<file path="src/cell_motion_integrator_top_defines.svh">
// Assertion macros used by the block's top-level RTL file.
`ifndef CELL_MOTION_INTEGRATOR_TOP_DEFINES_SVH
`define CELL_MOTION_INTEGRATOR_TOP_DEFINES_SVH

// The antecedent holds at a clock edge, so the consequent holds at the same edge.
`define CMI_ASSERT_SAME(label, clk, rst_n, ante, cons, msg) \
    label: assert property (@(posedge clk) disable iff (!rst_n) (ante) |-> (cons)) \
        else $error(msg);

// The antecedent holds at a clock edge, so the consequent holds at the next edge.
`define CMI_ASSERT_NEXT(label, clk, rst_n, ante, cons, msg) \
    label: assert property (@(posedge clk) disable iff (!rst_n) (ante) |=> (cons)) \
        else $error(msg);

`endif

</file>
<file path="src/cmi_pkg.sv">
`timescale 1ns / 1ps
`default_nettype none
package cmi_pkg;

    localparam int DW = 32;
    localparam int FW = 16;
    localparam int PW = 2 * DW;
    localparam int UW = DW - 1;
    // Restoring division of 2^(2*FW) by a magnitude of at least three: the two
    // leading dividend bits leave a partial remainder of two, the rest give the quotient.
    localparam int QW = DW - 1;
    localparam int RW = DW + 1;

    localparam logic signed [DW-1:0] SAT_MAX = {1'b0, {(DW-1){1'b1}}};
    localparam logic signed [DW-1:0] SAT_MIN = {1'b1, {(DW-1){1'b0}}};
    localparam logic signed [PW-1:0] FX_ONE = PW'(1) << FW;

    typedef enum logic [2:0] {
        REG_WALL_EN   = 3'd0,
        REG_WALL_STR  = 3'd1,
        REG_EXTENT_X  = 3'd2,
        REG_EXTENT_Y  = 3'd3,
        REG_EXTENT_Z  = 3'd4,
        REG_TIME_STEP = 3'd5,
        REG_DRAG      = 3'd6,
        REG_NOISE_SC  = 3'd7
    } t_reg_idx;

    typedef struct packed {
        logic [1:0]           axis;
        logic signed [DW-1:0] position;
        logic signed [DW-1:0] velocity;
        logic signed [DW-1:0] force_in;
        logic signed [DW-1:0] gradient;
        logic signed [DW-1:0] noise;
        logic [UW-1:0]        radius;
        logic [UW-1:0]        sigma;
        logic signed [DW-1:0] transduction;
    } t_in_item;

    typedef struct packed {
        logic [1:0]           axis_out;
        logic signed [DW-1:0] new_position;
        logic signed [DW-1:0] new_velocity;
        logic signed [DW-1:0] new_force;
    } t_out_item;

    typedef struct packed {
        logic [RW-1:0] rem_u;
        logic [QW-1:0] q_u;
        logic [RW-1:0] rem_r;
        logic [QW-1:0] q_r;
    } t_lane;

    typedef struct packed {
        logic [1:0]           axis;
        logic signed [DW-1:0] x;
        logic signed [DW-1:0] v;
        logic signed [DW-1:0] f;
        logic signed [DW-1:0] grad;
        logic signed [DW-1:0] nz;
        logic [UW-1:0]        r;
        logic [UW-1:0]        sg;
        logic signed [DW-1:0] td;
        logic [UW-1:0]        ext;
        logic                 wall_lo;
        logic                 wall_hi;
        logic                 neg_u;
        logic [DW-1:0]        mag_u;
        logic signed [PW-1:0] p_td;
        logic signed [PW-1:0] p_sn;
        logic signed [PW-1:0] p_tv;
        logic signed [PW-1:0] p_dr;
        logic signed [DW-1:0] tg;
        logic signed [DW-1:0] sns;
        logic signed [DW-1:0] nx;
        logic signed [DW-1:0] damp;
        logic signed [PW-1:0] p_nz;
        logic signed [PW-1:0] p_vd;
        logic signed [DW-1:0] noise_f;
        logic signed [DW-1:0] vd;
        logic signed [DW-1:0] t;
        logic signed [PW-1:0] p_w;
        logic signed [PW-1:0] p_tf;
        logic signed [DW-1:0] nv;
    } t_pipe;

    function automatic logic signed [PW-1:0] sx(input logic signed [DW-1:0] a);
        return {{(PW-DW){a[DW-1]}}, a};
    endfunction

    function automatic logic signed [DW-1:0] fx_sat(input logic signed [PW-1:0] v);
        logic signed [DW-1:0] res;
        if (v > sx(SAT_MAX)) begin
            res = SAT_MAX;
        end else if (v < sx(SAT_MIN)) begin
            res = SAT_MIN;
        end else begin
            res = v[DW-1:0];
        end
        return res;
    endfunction

    // An arithmetic shift rounds toward minus infinity, as the format asks.
    function automatic logic signed [DW-1:0] fx_norm(input logic signed [PW-1:0] p);
        logic signed [PW-1:0] s;
        s = p >>> FW;
        return fx_sat(s);
    endfunction

endpackage
`default_nettype wire

</file>
<file path="src/cmi_div_stage.sv">
`timescale 1ns / 1ps
`default_nettype none
module cmi_div_stage (
    input  wire logic            i_clk,
    input  wire logic            i_en,
    input  wire cmi_pkg::t_lane  i_lane,
    input  wire logic [31:0]     i_mag_u,
    input  wire logic [30:0]     i_mag_r,
    output cmi_pkg::t_lane       o_lane
);
    import cmi_pkg::*;

    cmi_pkg::t_lane r_lane;
    cmi_pkg::t_lane n_lane;
    logic [RW-1:0]  w_sh_u;
    logic [RW-1:0]  w_sh_r;
    logic [RW-1:0]  w_dv_u;
    logic [RW-1:0]  w_dv_r;

    // One quotient bit per lane; the remaining dividend bits are all zero.
    always_comb begin
        w_sh_u = {i_lane.rem_u[RW-2:0], 1'b0};
        w_sh_r = {i_lane.rem_r[RW-2:0], 1'b0};
        w_dv_u = {1'b0, i_mag_u};
        w_dv_r = {2'b00, i_mag_r};
        n_lane = i_lane;
        if (w_sh_u >= w_dv_u) begin
            n_lane.rem_u = w_sh_u - w_dv_u;
            n_lane.q_u   = {i_lane.q_u[QW-2:0], 1'b1};
        end else begin
            n_lane.rem_u = w_sh_u;
            n_lane.q_u   = {i_lane.q_u[QW-2:0], 1'b0};
        end
        if (w_sh_r >= w_dv_r) begin
            n_lane.rem_r = w_sh_r - w_dv_r;
            n_lane.q_r   = {i_lane.q_r[QW-2:0], 1'b1};
        end else begin
            n_lane.rem_r = w_sh_r;
            n_lane.q_r   = {i_lane.q_r[QW-2:0], 1'b0};
        end
    end

    always_ff @(posedge i_clk) begin
        if (i_en) begin
            r_lane <= n_lane;
        end
    end

    assign o_lane = r_lane;
endmodule
`default_nettype wire
</file>
<file path="config.mk">
export PLATFORM = sky130hd
export DESIGN_NAME = cmi_div_stage
export DESIGN_NICKNAME = d
export VERILOG_FILES = /design/src/cell_motion_integrator_top_defines.svh /design/src/cmi_pkg.sv /design/src/cmi_div_stage.sv
export SDC_FILE = /design/constraint.sdc
export NUM_CORES = 1
export LEC_CHECK = 0
export BUFFER_PORTS_ARGS = -buffer_cell sky130_fd_sc_hd__buf_2
export CAP_MARGIN = 10
export CELL_PAD_IN_SITES_DETAIL_PLACEMENT = 1
export CELL_PAD_IN_SITES_GLOBAL_PLACEMENT = 2
export CORE_ASPECT_RATIO = 1.4
export CORE_UTILIZATION = 30
export DETAILED_ROUTE_END_ITERATION = 16
export GPL_TIMING_DRIVEN = 0
export PLACE_DENSITY_LB_ADDON = 0.1
export SLEW_MARGIN = 5
export SYNTH_ARGS = -nofsm -noshare
export SYNTH_HDL_FRONTEND = slang
export SYNTH_SLANG_ARGS = --single-unit
</file>
<file path="constraint.sdc">
create_clock -name i_clk -period 3.8 [get_ports i_clk]
set_clock_uncertainty 0.2 [all_clocks]
set_input_delay 0.57 -clock i_clk [delete_from_list [all_inputs] [get_ports i_clk]]
set_output_delay 0.57 -clock i_clk [all_outputs]
set_load 0.05 [all_outputs]
</file>
==> flow_summary.ini, run 1 <==
[status]
status = complete, no violations

[sta]
max_freq_mhz = 296
grt_setup_unrepaired = false
hold_viol = 0
tightest_slew_ns = 0.736
drv_slew = 0
post-route-min-period_ns = 3.38
setup_viol = 0
fin_crit_sh = 0.890
whs_ns = 0.108
maxSlewHeadroom = 0.505

[detailed_routing]
routed_wl_um = 26700
drt_iter0_markers = 224
wl_per_cell_um = 18.0
antenna_left = 0
vias_per_cell = 4.70
vias = 6977
route.detailed.drc = 0
dr.pass1.iters = 4

[worst_setup_path]
crit_type = input port to flop
crit_path_end_kind = flop
cp_top_family = compound AO/OA/AOI/OAI gates
crit_path_max_fanout = 10
crit_path_cell_trace = buf_2 > ha_1 > clkbuf_1 > nand4_1 > nor3_1 > o2111ai_2 > a211oi_2 > o2111ai_4 > nand3_4 > buf_6 > mux2_4
crit_required_ns = 3.78
slowest_stage = a211oi_2
crit_arrival_ns = 3.36
critPathBufInv = 3
max_stage_delay_ns = 0.43
critPathLaunchType = input port

[cells_and_area]
drive_above_1_share = 0.361
largest_register_ffs = 128
layout.nets = 1364
area_delta_synth_final_pct = 32.5
finalInstanceArea_um2 = 10900

[global_routing]
grt_pass1_wl_um = 41100
antenna_found_initial = 4
grt_util_all_layers = 0.196
grt_pass1_vias = 7602
overflow = 0
grt_start_max_net_pins = 75

[pwr]
power_leakage_nw = 5.05
cellPowerDensity_nw_per_um2 = 486
ir_worst_vdd_uv = 318

[clock_network]
postCtsSetupRepairBufs = 0
cts.sinks = 128
cts-htree-levels = 4
root_buffer = clkbuf_16
hold_buffers = 0
cts_resized = 0
cts_tree = done
cts_buffers = 17
clock_path_buffers = 2
clk_pin_slew_ns = 0.06

[yosys]
ys_seq_elements = 128
syn_area_um2 = 8250
synth-edff-count = 128
synthArstFlopShare = 0
syn_avg_cell_area_um2 = 10.7
ys_seq_area_frac = 0.466
synth_cells = 770
synth-main-ff-cell = edfxtp_1
synth.distinct_cells = 67
synthesis.nets = 1028
yosysWarnings = 0

[placement]
port_buffers = 316
place_area_um2 = 10300
gp_congestion = 0.787
post-dp-hpwl_um = 21500

[floorplanning]
die_w_um = 142
io_pins = 321
row_count = 71
core_um2 = 26900
dieArea_um2 = 28200
die_y_um = 198
start_util = 0.306

[run]
max-cap-violations = 0

[worst_hold_path]
holdCritPathClass = input port to flop
[logic make-up (layout without fill, tap and decap cells)]
kind of cell	after synthesis	after routing	share of synthesized area
AOI/OAI and AO/OA	208	208	0.166
DFF	128	128	0.466
muxes	32	32	0.0551
adders and majority gates	65	65	0.100
and+or+nand+nor	184	184	0.106
xor gates and xnor gates	54	54	0.0574
other	0	2	0
buffers and inverters	99	447	0.0493
[cell type report]
cell class              count  area (µm²)
diodes                      2        5.00
fillers                  3132       16000
plain buffers              20         110
flip-flops and latches    128        3840
repair buffers            317        1620
well taps                 365         457
multi-input cells         543        4000
clock inverters            14         180
clock buffers              17         425
inverters                  79         297
[routing by layer]
| metal | up-vias | share of wire | GRT usage |
|---|---|---|---|
| met5 | - | 0 | 0 |
| met4 | 0 | 0.021 | 0.0737 |
| met3 | 29 | 0.045 | 0.0433 |
| met2 | 155 | 0.56 | 0.380 |
| met1 | 3304 | 0.38 | 0.201 |
| li1 | 3489 | - | - |
[placed cells by master, fill, tap and decap left out, types with 3 or more instances in the layout]
cell and count:
ha_1 63, nor2b_1 8, and3_1 9, clkbuf_1 7, buf_2 325, edfxtp_1 128
a211o_1 6, mux2i_1 3, o21ai_0 24, inv_1 77, nor3_1 15, nand2_1 70
mux2_4 26, a211oi_1 5, nand4_1 13, and2_1 3, nand2b_1 6, a31oi_1 6
clkbuf_16 17, nor2_1 36, a21o_1 20, xnor2_1 32, o21a_1 9, bufinv_16 3
buf_6 4, clkinv_4 3, nand3_1 12, o21ai_1 37, inv_6 6, o21bai_1 10
xor2_1 22, a21oi_1 58, nor4_1 3
[synthesized netlist by cell type (all sizes together), types with 2 or more instances]
master | n | share of area
o211ai | 4 | 0.0049
inv | 79 | 0.036
o22a | 2 | 0.0023
edfxtp | 128 | 0.47
nand2b | 6 | 0.0046
xor2 | 22 | 0.023
and2 | 3 | 0.0023
a211o | 6 | 0.0064
or2 | 2 | 0.0015
nand2 | 70 | 0.032
nor4 | 3 | 0.0023
nor3 | 15 | 0.0091
o21ai | 61 | 0.037
and3 | 9 | 0.0068
xnor2 | 32 | 0.034
nand3 | 13 | 0.0094
nor2b | 8 | 0.0061
fa | 2 | 0.0049
mux2 | 29 | 0.051
o21bai | 10 | 0.0091
o21a | 9 | 0.0082
mux2i | 3 | 0.0036
a31oi | 7 | 0.0071
a41oi | 2 | 0.0021
buf | 13 | 0.010
a31o | 3 | 0.0032
o311ai | 2 | 0.0030
a21oi | 58 | 0.035
o31ai | 2 | 0.0018
ha | 63 | 0.096
a21o | 20 | 0.018
nand4 | 13 | 0.0099
o31a | 2 | 0.0021
clkbuf | 7 | 0.0032
o2111ai | 2 | 0.0050
nor2 | 36 | 0.016
a211oi | 7 | 0.0076
[metrics by stage]
stage	TNS (ns)	utilization	power, mW	setup WS [ns]	instances
6_report	0	0.406	5.31	0.419	1485
4_1_cts	0	0.406	5.39	0.407	1483
5_1_grt	0	0.406	5.57	0.280	1485
3_5_place_dp	-0.119	0.383	3.62	-0.0220	1452
2_1_floorplan	0	-	3.13	0.578	770
3_3_place_gp	-0.899	0.382	3.61	-0.0648	1451
[worst paths after layout]
| check | start | to | slack (ns) | depth (start not counted) |
|---|---|---|---|---|
| hold / removal | i_lane[23] | o_lane[24] | 0.11 | 1 |
| setup / recovery | i_lane[116] | o_lane[103] | 0.42 | 11 |
[power by group]
group,internal [mW],switching (mW)
Sequential,1.77,0.0422
Clock,1.04,0.690
Combinational,0.565,1.19
No activity file was read; power rests on OpenSTA's default activity.
==> run 2: changes to the inputs <==
--- a/config.mk
+++ b/config.mk
@@ -14,6 +14,7 @@
 export DETAILED_ROUTE_END_ITERATION = 16
 export GPL_TIMING_DRIVEN = 0
 export PLACE_DENSITY_LB_ADDON = 0.1
+export RECOVER_POWER = 100
 export SLEW_MARGIN = 5
 export SYNTH_ARGS = -nofsm -noshare
 export SYNTH_HDL_FRONTEND = slang
==> flow_summary.ini, run 2 (synthesis results as in run 1) <==
[status]
status = finished, violations left
violations = capacitance limit, slew limit

[placement]
port_buffers = 316
post-dp-hpwl_um = 21500
dp_slack_ns = -0.0220
placedCellCount = 1452
place_area_um2 = 10300
gp_congestion = 0.787

[detailed_routing]
antenna_left = 0
dr.pass1.iters = 4
vias = 7002
wl_per_cell_um = 18.0
routed_wl_um = 26800
drt_iter0_markers = 167
route.detailed.drc = 0
vias_per_cell = 4.71

[sta]
hold_viol = 0
setup_slack_ns = 0.320
fin_tns_setup_ns = 0
max_freq_mhz = 287
setup_viol = 0
tightest_slew_ns = 1.53
fin_crit_sh = 0.916
grt_setup_unrepaired = false
drv_slew = 56
post-route-min-period_ns = 3.48
whs_ns = 0.109
maxSlewHeadroom = -0.0225

[global_routing]
grt_pass1_wl_um = 41100
antenna_found_initial = 4
overflow = 0
grt_start_max_net_pins = 75
grt_pass1_vias = 7602
grt_util_all_layers = 0.196

[cells_and_area]
layout.nets = 1364
drive_above_1_share = 0.214
final_common_cell = buf_2
area_delta_synth_final_pct = 28.8
finalInstanceArea_um2 = 10600
final_cells = 1486
final_cell_mix = 184 x buf_2, 145 x clkbuf_1, 128 x edfxtp_1
seq_area_um2 = 3840
multi_input_area_um2 = 3890
fillers = 3209
largest_register_ffs = 128
fin_util = 0.395

[worst_setup_path]
crit_required_ns = 3.77
crit_path_end_kind = flop
crit_arrival_ns = 3.45
crit_type = input port to flop
startpoint = i_mag_u[3]
critPathLaunchType = input port
crit_path_max_fanout = 10

[clock_network]
clock_path_buffers = 2
postCtsSetupRepairBufs = 0
hold_buffers = 0
clk_pin_slew_ns = 0.06
cts_tree = done
root_buffer = clkbuf_16
cts_buffers = 17
cts-htree-levels = 4
cts.sinks = 128
cts_resized = 0

[floorplanning]
dieArea_um2 = 28200
io_pins = 321
core_um2 = 26900
die_w_um = 142
die_y_um = 198
start_util = 0.306
row_count = 71

[run]
max-cap-violations = 1

[worst_hold_path]
whs_path_depth = 1
holdCritPathClass = input port to flop
holdCritStartpoint = i_lane[0]

[pwr]
power_mw = 5.20
cellPowerDensity_nw_per_um2 = 490
ir_worst_vdd_uv = 317
power_leakage_nw = 4.54
run 2: changes by cell type in the layout (fill, tap and decap cells not counted), sizes merged:
cell    previous run  this run
buf              330       187
diode              2         3
clkbuf            24       167
run 2: where the power goes:
part | switching, mW | internal (mW) | leakage [nW] | total, mW
clock | 0.691 | 1.04 | 0.293 | 1.73
sequential | 0.0470 | 1.78 | 1.25 | 1.82
combinational | 1.18 | 0.463 | 2.99 | 1.65
total | 1.92 | 3.28 | 4.54 | 5.20
run 2: routing by layer:
metal	global-route usage	routed length, µm
met1	0.201	10100
met5	0	0
met2	0.380	14800
met4	0.0737	618
met3	0.0433	1230
run 2: final timing paths:
| path | slack (ns) | end |
|---|---|---|
| setup / recovery | 0.32 | o_lane[103] |
| hold / removal | 0.11 | o_lane[1] |
run 2: critical path, cell delays in order:
cell,delay [ns]
buf_2,0.09
inv_1,0.05
ha_1,0.37
nand3_1,0.15
o211ai_2,0.32
a21o_1,0.23
o2111ai_1,0.30
a211oi_2,0.46
o2111ai_4,0.20
nand3_4,0.17
buf_6,0.18
mux2_1,0.36
run 2: final cells by class:
type                    count  area share
diodes                      3    0.000707
plain buffers              20      0.0104
clock buffers              17      0.0400
clock inverters            14      0.0170
inverters                  79      0.0279
multi-input cells         543       0.366
flip-flops and latches    128       0.362
well taps                 365      0.0430
repair buffers            317       0.133
==> run 3: changes to the inputs <==
--- a/config.mk
+++ b/config.mk
@@ -10,7 +10,9 @@
 export CELL_PAD_IN_SITES_DETAIL_PLACEMENT = 1
 export CELL_PAD_IN_SITES_GLOBAL_PLACEMENT = 2
 export CORE_ASPECT_RATIO = 1.4
+export CORE_MARGIN = 2
 export CORE_UTILIZATION = 30
+export CTS_CLUSTER_SIZE = 28
 export DETAILED_ROUTE_END_ITERATION = 16
 export GPL_TIMING_DRIVEN = 0
 export PLACE_DENSITY_LB_ADDON = 0.1
==> flow_summary.ini, run 3 (synthesis results as in run 1) <==
[status]
status = finished, violations left
violations = capacitance limit, slew limit

[detailed_routing]
dr.pass1.iters = 6
vias = 7076
route.detailed.drc = 0
routed_wl_um = 27100
wl_per_cell_um = 18.2
vias_per_cell = 4.76
antenna_left = 0
drt_iter0_markers = 187

[floorplanning]
core_um2 = 26900
io_pins = 321
die_w_um = 144
dieArea_um2 = 28900
row_count = 71
start_util = 0.306
die_y_um = 200

[worst_setup_path]
crit_path_max_fanout = 10
critPathBufInv = 2
crit_path_cell_trace = buf_2 > ha_1 > nand3_1 > o211ai_2 > a21o_1 > o2111ai_1 > a211oi_2 > o2111ai_4 > nand3_1 > buf_6 > mux2_4
slowest_stage = a211oi_2
max_stage_delay_ns = 0.45
cp_top_family = compound AO/OA/AOI/OAI gates
crit_path_frequent_cell = nand3_1
crit_type = input port to flop
crit_path_end_kind = flop
crit_required_ns = 3.78
critPathLaunchType = input port
crit_arrival_ns = 3.50

[global_routing]
grt-busiest-layer = met2
use_met3 = 0.0344
grt_pass1_vias = 7481
grt_use_met2 = 0.369
use_met1 = 0.195
antenna_found_initial = 4
grt_start_max_net_pins = 78
grt_pass1_wl_um = 40800
grt_util_all_layers = 0.188
overflow = 0

[cells_and_area]
final_cells = 1488
fin_util = 0.398
area_delta_synth_final_pct = 29.8
fillers = 3211
layout.nets = 1364
final_common_cell = buf_2
final_cell_mix = 187 x buf_2, 143 x clkbuf_1, 128 x edfxtp_1
multi_input_area_um2 = 3940
drive_above_1_share = 0.231
seq_area_um2 = 3840
largest_register_ffs = 128

[sta]
setup_viol = 0
fin_crit_sh = 0.926
whs_ns = 0.112
max_freq_mhz = 284
drv_slew = 52
post-route-min-period_ns = 3.52
hold_viol = 0
grt_setup_unrepaired = false
maxSlewHeadroom = -1.11
tightest_slew_ns = 3.16

[clock_network]
postCtsSetupRepairBufs = 0
cts.sinks = 128
cts_buffers = 17
root_buffer = clkbuf_16
hold_buffers = 0
cts-htree-levels = 4
clock_path_buffers = 2
clk_pin_slew_ns = 0.06
cts_tree = done
cts_resized = 0

[pwr]
power_leakage_nw = 4.61
ir_worst_vdd_uv = 328
power_mw = 5.24
cellPowerDensity_nw_per_um2 = 490

[placement]
placedCellCount = 1452
port_buffers = 316
gp_congestion = 0.779
post-dp-hpwl_um = 22000

[worst_hold_path]
holdCritPathClass = input port to flop

[run]
max-cap-violations = 1
## run 3: power breakdown
group          internal [mW]  switching [mW]  total, mW  leakage (nW)
registers               1.78          0.0486       1.83          1.25
clock network           1.04           0.693       1.73         0.281
logic                  0.496            1.19       1.68          3.08
total                   3.31            1.93       5.24          4.61
## run 3: layer usage
layer  vias to the layer above  wire (µm)  share of wire
li1                       3493          -              -
met1                      3393      10100           0.37
met2                       161      15300           0.57
met3                        27       1200          0.044
met4                         2        426          0.016
met5                         -         11        0.00041
## run 3: metrics by stage
stage                     cell area (µm²)  setup TNS (ns)  setup slack [ns]
after floorplan                      8250               0             0.578
after global placement              10300           -1.42           -0.0785
after detailed placement            10300           -1.19           -0.0696
after CTS                           10900               0             0.394
after global routing                10700               0             0.137
final                               10700               0             0.281
## run 3: final timing paths
path,from,to,cells after the start
setup / recovery,i_lane[97],o_lane[103],11
hold / removal,i_lane[72],o_lane[73],1
## run 3: layout make-up
class | instances | area share
Multi-Input combinational cell | 543 | 0.368
Sequential cell | 128 | 0.359
Timing Repair Buffer | 317 | 0.134
Tap cell | 365 | 0.0427
Clock buffer | 17 | 0.0397
Inverter | 79 | 0.0277
Clock inverter | 14 | 0.0171
Buffer | 20 | 0.0103
Antenna cell | 5 | 0.00117
